$ cat src/hdl/vrm_pkg.sv
// Shared types, constants and mirroring functions for the video RAM mirror
// and dirty tracker. Used by vrm_dirty_store and video_ram_mirror_dirty_tracker.
// No dependencies.
package vrm_pkg;

	// Physical nametable count and dirty matrix shape
	localparam int PHYS_TABLES = 4;
	localparam int DIRTY_ROWS  = 32;
	localparam int TIDX_W      = $clog2(PHYS_TABLES);

	// Nametable byte store: 1 KB per physical table
	localparam int TBL_SIZE  = 1024;
	localparam int TBL_DEPTH = PHYS_TABLES * TBL_SIZE;
	localparam int TBL_AW    = TIDX_W + 10;
	localparam int TILE_BYTES = 32 * 30;

	// Dirty rows are split over four banks by row modulo four
	localparam int DIRTY_BANKS = 4;
	localparam int DGRP_W      = $clog2(DIRTY_ROWS / DIRTY_BANKS);
	localparam int DADDR_W     = TIDX_W + DGRP_W;
	localparam int DDEPTH      = PHYS_TABLES * (DIRTY_ROWS / DIRTY_BANKS);

	// Mirroring modes
	localparam logic [2:0] MIR_VERT    = 3'd0;
	localparam logic [2:0] MIR_HORIZ   = 3'd1;
	localparam logic [2:0] MIR_SINGLE0 = 3'd2;
	localparam logic [2:0] MIR_SINGLE1 = 3'd3;

	typedef enum logic [1:0] {
		CMD_READ      = 2'd0,
		CMD_WRITE     = 2'd1,
		CMD_RD_DIRTY  = 2'd2,
		CMD_CLR_DIRTY = 2'd3
	} cmd_t;

	typedef enum logic [1:0] {
		RGN_PATTERN,
		RGN_NAME,
		RGN_PALETTE
	} region_t;

	// Per-bank dirty update of the row group held in the store
	typedef struct packed {
		logic [DIRTY_BANKS-1:0]       we;
		logic [DIRTY_BANKS-1:0][31:0] mask;
	} dirty_upd_t;

	// Clear of all dirty rows of one table
	typedef struct packed {
		logic              en;
		logic [TIDX_W-1:0] tbl;
	} dirty_clr_t;

	// Logical quadrant to table index for a mirroring mode
	function automatic logic [1:0] mirror_table(input logic [2:0] mode, input logic [1:0] quad);
		logic [1:0] idx;
		case (mode)
			MIR_VERT:    idx = {1'b0, quad[1]};
			MIR_HORIZ:   idx = {1'b0, quad[0]};
			MIR_SINGLE0: idx = 2'd0;
			MIR_SINGLE1: idx = 2'd1;
			default:     idx = quad;
		endcase
		return idx;
	endfunction

	// Fold an index past the last physical table back by two
	function automatic logic [1:0] fit_table(input logic [1:0] idx);
		logic [1:0] res;
		res = idx;
		if (32'(idx) >= PHYS_TABLES)
			res = idx - 2'd2;
		return res;
	endfunction

endpackage

$ cat src/hdl/vrm_dirty_store.sv
// Dirty bit store: four banks of 32-bit rows, one valid bit per row, with
// forwarding of the previous update. Depends on vrm_pkg.
module vrm_dirty_store (
	input  logic                                        clk,
	input  logic                                        arst_n,
	input  logic                                        rd_en,
	input  logic [vrm_pkg::DADDR_W-1:0]                 rd_addr,
	input  vrm_pkg::dirty_upd_t                         upd,
	input  vrm_pkg::dirty_clr_t                         clr,
	output logic [vrm_pkg::DIRTY_BANKS-1:0][31:0]       cur
);

	logic [vrm_pkg::DADDR_W-1:0]                        addr_q;
	logic [vrm_pkg::DIRTY_BANKS-1:0][vrm_pkg::DDEPTH-1:0] val_q;
	logic [vrm_pkg::DIRTY_BANKS-1:0]                    fwd_q;
	logic [vrm_pkg::DIRTY_BANKS-1:0][31:0]              fwd_data_q;
	logic [vrm_pkg::DIRTY_BANKS-1:0][31:0]              rd_q;
	logic [vrm_pkg::DIRTY_BANKS-1:0][31:0]              wval;

	// Hold the row group of the transaction in stage one
	always_ff @(posedge clk) begin
		if (rd_en)
			addr_q <= rd_addr;
	end

	genvar b;
	generate
		for (b = 0; b < vrm_pkg::DIRTY_BANKS; b++) begin : g_bank
			logic [31:0] mem [vrm_pkg::DDEPTH];

			always_ff @(posedge clk) begin
				if (upd.we[b])
					mem[addr_q] <= wval[b];
			end

			always_ff @(posedge clk) begin
				if (rd_en)
					rd_q[b] <= mem[rd_addr];
			end

			// Forward a write that lands on the row group just read
			always_ff @(posedge clk or negedge arst_n) begin
				if (!arst_n) begin
					fwd_q[b] <= 1'b0;
				end else if (rd_en) begin
					fwd_q[b] <= upd.we[b] && (addr_q == rd_addr);
				end
			end

			always_ff @(posedge clk) begin
				if (rd_en)
					fwd_data_q[b] <= wval[b];
			end

			// A row never written since reset or clear reads as zero
			assign cur[b]  = val_q[b][addr_q] ? (fwd_q[b] ? fwd_data_q[b] : rd_q[b]) : 32'd0;
			assign wval[b] = cur[b] | upd.mask[b];
		end
	endgenerate

	// Set valid on update, drop all rows of a cleared table
	always_ff @(posedge clk or negedge arst_n) begin
		if (!arst_n) begin
			val_q <= '0;
		end else begin
			for (int i = 0; i < vrm_pkg::DIRTY_BANKS; i++) begin
				for (int e = 0; e < vrm_pkg::DDEPTH; e++) begin
					if (clr.en && (vrm_pkg::TIDX_W'(e >> vrm_pkg::DGRP_W) == clr.tbl))
						val_q[i][e] <= 1'b0;
					else if (upd.we[i] && (addr_q == vrm_pkg::DADDR_W'(e)))
						val_q[i][e] <= 1'b1;
				end
			end
		end
	end

endmodule

$ cat config.mk
export PLATFORM = sky130hd
export DESIGN_NAME = vrm_dirty_store
export DESIGN_NICKNAME = d
export VERILOG_FILES = /design/src/hdl/vrm_pkg.sv /design/src/hdl/vrm_dirty_store.sv
export SDC_FILE = /design/constraint.sdc
export NUM_CORES = 2
export LEC_CHECK = 0
export BUFFER_PORTS_ARGS = -buffer_cell sky130_fd_sc_hd__clkbuf_2
export CAP_MARGIN = 20
export CORE_ASPECT_RATIO = 0.9
export CORE_MARGIN = 2
export CORE_UTILIZATION = 55
export DETAILED_ROUTE_END_ITERATION = 7
export PLACE_DENSITY_LB_ADDON = 0.3
export SYNTH_ARGS = -nofsm -noshare
export SYNTH_HDL_FRONTEND = slang
export SYNTH_SLANG_ARGS = --single-unit
$ cat constraint.sdc
create_clock -name clk -period 4.8 [get_ports clk]
set_input_delay 0.96 -clock clk [delete_from_list [all_inputs] [get_ports clk]]
set_output_delay 0.96 -clock clk [all_outputs]
set_load 0.01 [all_outputs]
; Yosys cells after proc, flatten, opt, wreduce, memory -nomap -nowiden
; Memories as Yosys holds them, arrays and structs flattened. A register that Yosys moved wholly into a read port is not among the register bits.
; Index checks and enable logic that the tools add are counted.
[word_totals]
in_bits = 143
reg_bits = 265
n_memories = 4
out_inout_bits = 128
word_cells = 727
ram_bits = 4096
[classes]
order_cmp = 1
eq_ne = 35
n_mux = 280
reduce_logical = 266
bitwise_logic = 4
[memory_table]
columns = memory, depth, width, rd, rd_clocked_by_memory_dff, write_ports, line_no
row1 = g_bank[0].mem, 32, 32, 1, 1, 1, vrm_dirty_store.sv:29  ; logic [31:0] mem [vrm_pkg::DDEPTH];
row2 = g_bank[1].mem, 32, 32, 1, 1, 1, vrm_dirty_store.sv:29
row3 = g_bank[2].mem, 32, 32, 1, 1, 1, vrm_dirty_store.sv:29
row4 = g_bank[3].mem, 32, 32, 1, 1, 1, vrm_dirty_store.sv:29
[op_table]
columns = cell, n
row1 = two-way mux 1 bit, 268
row2 = two-way mux 32 bit, 8
row3 = nonzero test 2 bit, 128
row4 = logical AND 1 bit, 136
row5 = OR 32 bit, 4
row6 = equality test 5 bit (second input constant), 16
row7 = equality test 5 x 4 -> 1 bit (second input constant), 8
row8 = binary-select mux 1 bit (select 5 bit), 4
row9 = equality test 5 x 3 -> 1 bit (second input constant), 4
row10 = equality test 5 x 2 -> 1 bit (second input constant), 2
row11 = less-than comparator 5 x 6 -> 1 bit (second input constant), 1
row12 = equality test 5 x 1 -> 1 bit (second input constant), 1
row13 = equality test 5 bit, 1
row14 = zero test 5 bit, 1
row15 = equality test 2 bit (first input constant), 2
row16 = equality test 1 x 2 -> 1 bit (first input constant), 1
row17 = zero test 2 bit, 1

; Logic depth before layout (Yosys ltp)
[logic_depth]
depth_word = 4
mapped_depth = 9
mapped_depth_nobuf = 4

; Worst setup path before layout
; OpenSTA, ideal clock, no wires.
[synth_timing]
path_type = register to register
from = reg addr_q[0] (netlist bit)
to = reg fwd_data_q[23] (netlist bit), data pin
path_buffers = 5
path_slack_ns = 0.874
stages_incl_launch_ff = 10
setup_time_ns = 0.499
synth_period_minus_slack_ns = 3.926
required_time_ns = 4.301
arrival_time_ns = 3.427
path_cell_list = edfxtp_1 > buf_4 > buf_4 > buf_2 > nor3b_1 > nand2_1 > and4_1 > buf_2 > clkbuf_1 > a311oi_1
[synth_lines]
columns = item, line_no
row1 = start: declaration, vrm_dirty_store.sv:13  ; logic [vrm_pkg::DADDR_W-1:0] addr_q;
row2 = start signal: assignment, vrm_dirty_store.sv:23  ; addr_q <= rd_addr;
row3 = end signal: indexed assignment, vrm_dirty_store.sv:52  ; fwd_data_q[b] <= wval[b];
row4 = end: declaration, vrm_dirty_store.sv:16  ; logic [vrm_pkg::DIRTY_BANKS-1:0][31:0] fwd_data_q;

==> results.txt <==
The flow ran to the end, and the final reports show no timing, DRC or antenna violations. The tool flagged a number of max-cap violations equal to 0. For the cell total after placement, the log shows 12,322. The via count of the first global-routing pass was 88,793; the portion of the post-synthesis area used by sequential elements was 0.762.

The net switching share of the total power is 0.224. For the standard cell area after detailed placement, the log shows 188,000 um2. Relative contribution of combinational cells to total power: 0.080. The maximum level of the CTS H-tree is 5. The initialized floorplan defines 197 standard-cell rows. The worst max-slew margin expressed relative to the limit is 0.227. Setup repair after global routing left no endpoint under its margin. Entering global routing, the biggest net connects 108 pins. The number of buffers inserted during clock tree synthesis came out at 430.

After synthesis, the cell types taking the most area are edfxtp_1, mux4_2, dfrtp_1. For the final-layout worst hold slack, the log shows 0.423 ns. After clock tree synthesis, the clock-pin slew on the worst setup and hold paths is 0.06 ns. The path class of the tightest hold or removal check is input pin to flop. After synthesis the cells add up to 176,000 um2. At the pin with the least slew margin, the transition time is 1.13 ns. The run gives 8 as the number of optimization iterations in the first detailed-route pass. The run gives 0.552 as the effective utilization at floorplan. Counting every net in the synthesized netlist gives 7,906.

Counting the fill cells in the layout gives 20,546. The clock share of power came out at 0.389. The pre-CTS setup slack came out at 0.834 ns.

The slowest stage of the critical path is the and4_4 cell. Yosys mapped a number of flops with a built-in enable equal to 4,357. The number of input and output port buffers inserted was 270; the wire length per cell was 35.2 um. The initial antenna violation count was 17; the per-instance average area after synthesis was 22.7 um2. CTS placed an instance of clkbuf_16 at the clock tree root. Global routing finished with a remaining overflow of 0. The maximum net fanout on the critical path was 33; the cell count after synthesis was 7,763. In the layout the commonest cells are edfxtp_1, mux4_2, clkbuf_16. For the number of remaining DRC errors, the log shows 0. Post-layout instance area: 202,000 um2. In this run, distinct cell masters in the synthesized netlist total 42. The startpoint of the worst setup timing path was addr_q[3]$_DFFE_PP_. The endpoint kind of the worst setup timing path was an output port. The highest cell delay on the worst timing path came out at 0.49 ns. The finished layout holds 13,146 standard cells, fillers aside. Once detailed placement completed, the half-perimeter wirelength came to 250,000 um. The width of the die works out to 600 um.

The number of synthesized register bits came out at 4,489. The tools report the count of final setup violators as 0. Leakage power figure: 64.9 nW.

After the first detailed-routing iteration, the DRC count stood at 12,980. Path type of the worst setup path: flop to output port. TritonCTS built the clock tree. The tools report the number of max-slew violations in the final report as 0.

For the number of failing hold endpoints at the final stage, the log shows 0. For this run, the number of Yosys warnings is 0. The wire length reported by the detailed router is 463,000 um.

After floorplanning, the core was sized to cover 319,000 um2. Total track usage: 0.284. Area fraction of the dominant cell type after synthesis: 0.743. The critical path goes through buf_4, and3b_1, nand2_1, and4_4, a211oi_1, clkbuf_2. The ratio of cells with drive above 1 in the final layout is 0.353, and the number of clock sinks seen by CTS is 4,489. Post-layout minimum cycle time: 4.74 ns.

The worst setup path is launched from a flop. VDD sags by at most 341 uV. The post-route antenna net violation count was 0; the average via count per standard cell was 6.75.

The power per unit of standard cell area came out at 422 nW/um2. Leaving out fill and tap cells, the most frequent cell in the layout is edfxtp_1. Internal power contribution: 66.0 mW. The run gives 8,642 as the count of nets after finishing. The worst hold path begins at upd[70].

In the synthesized netlist the dominant register cell turns out to be edfxtp_1. The area growth from synthesis to layout is 14.6%. Detailed routing inserted a total of 88,698 vias.

The first-pass GRT wire length is 657,000 um, and the critical path arrival is 3.78 ns. The startpoint identified for the worst register-to-register timing path is addr_q[4]$_DFFE_PP_. The maximum clock frequency is 211 MHz. The height of the die was 541 um. The die covers 325,000 um2.

The final standard cell utilization of the core is 0.632. For this design the top-level I/O count stands at 271. Share of synthesized registers carrying an async set or reset: 0.0294. The worst path meets setup with 0.0578 ns of slack. In this run the power spent charging and discharging nets is 19.1 mW. Routability-driven placement finished with a final weighted congestion of 0.841.

STA puts the critical path data required time at 3.84 ns. Clock latency on the worst-skew pair, taken at its later pin, is 0.99 ns. Library cell occupying the most area in the post-synthesis netlist: edfxtp_1. The clock passes through at most 4 buffers. The tools report the largest clock skew in the final design as 0.0483 ns. The sequential fraction of design power was 0.531; the ratio of final minimum period to clock period was 0.988.
[final cells by class]
cell class              instances  area [um2]  share of cell area
well taps                    4278        5350              0.0265
multi-input cells            2649       41100               0.204
clock inverters               255        2320              0.0115
diodes                          7        17.5           0.0000868
repair buffers                799        6980              0.0346
clock buffers                 539       11300              0.0562
flip-flops and latches       4489      134000               0.665
inverters                     130         488             0.00242
[path summary, 6_finish.rpt]
kind	to	slack (ns)	depth (start not counted)
setup reg to reg	g_bank[0].mem[18][20]$_DFFE_PP_	0.84	4
setup / recovery	cur[43]	0.06	6
hold / removal	fwd_data_q[70]$_DFFE_PP_	0.42	3
min in group asynchronous	val_q[93]$_DFFE_PN0P_	0.53	2
max in group asynchronous	val_q[126]$_DFFE_PN0P_	3.11	4
hold reg to reg	val_q[78]$_DFFE_PN0P_	0.49	2
[critical path: cells and delay by family, from the launching register on]
| family | cells | cell delay, ns |
|---|---|---|
| buffers and inverters | 2 | 0.61 |
| AO/OA/AOI/OAI | 1 | 0.32 |
| AND/OR/NAND/NOR | 3 | 1.42 |
| flip-flops | 1 | 0.37 |
[per-layer routing]
metal  track usage  routed length [um]
met2         0.450              223000
met1         0.405              173000
met4        0.0995               17400
met3        0.0501               49000
met5             0                  41
[synthesized netlist by cell type (2+ instances only)]
cell type,number
a211oi_1,128
a21o_1,4
a21oi_1,132
a221o_1,16
a222oi_1,4
a22o_1,4
a311oi_1,128
and2_1,256
and3_1,2
and3b_1,3
and4_1,4
buf_1,25
buf_2,150
buf_4,3
buf_6,15
clkbuf_1,304
dfrtp_1,132
edfxtp_1,4357
inv_1,130
mux2_1,2
mux2_2,174
mux2i_1,160
mux4_2,1264
nand2_1,21
nand2b_1,3
nand3_1,5
nand3b_1,2
nor2_1,163
nor3_1,5
nor3b_1,3
o2111a_1,128
o211a_2,3
o221ai_1,4
o22ai_1,16
or3b_2,3
xnor2_1,4
[repair_timing]
action | in CTS | in global routing
gates resized for setup | 7 | 1
hold buffers | 0 | 1
setup buffers | 8 | 3
pin swaps | 2 | 1
hold endpoints to repair | 0 | 9
setup endpoints to repair | 128 | 117
gates cloned | 2 | 0
[logic make-up (layout without fill, tap and decap cells)]
group | Yosys count | in the layout | share of synthesized area
other cells | 0 | 7 | 0
compound gates | 568 | 568 | 0.0263
simple gates | 474 | 476 | 0.0143
xor+xnor | 5 | 5 | 0.000249
buf+inv | 627 | 1723 | 0.0151
flops | 4489 | 4489 | 0.762
mux | 1600 | 1600 | 0.182
[power by group through the flow]
stage / clock (mW) / combinational, mW / sequential (mW)
floorplan: 0 / 3.87 / 46.0
global placement: 0 / 6.44 / 46.0
detailed placement: 0 / 6.68 / 46.0
CTS: 33.4 / 6.73 / 45.2
global route: 34.9 / 7.18 / 45.2
finish: 33.1 / 6.79 / 45.2
[state kept, by name, summed over array words and instances, names as in the netlist]
register and flops:
g_bank.mem 4096, addr_q 5, rd_q 128, val_q 128
fwd_data_q 128, fwd_q 4
[stage by stage]
step	total power, mW	setup TNS [ns]
global placement	52.4	0
global route	87.3	0
floorplan	49.9	0
CTS	85.3	-0.588
detailed placement	52.7	0
finish	85.1	0
Note: power is estimated with default switching activity, not from simulation.
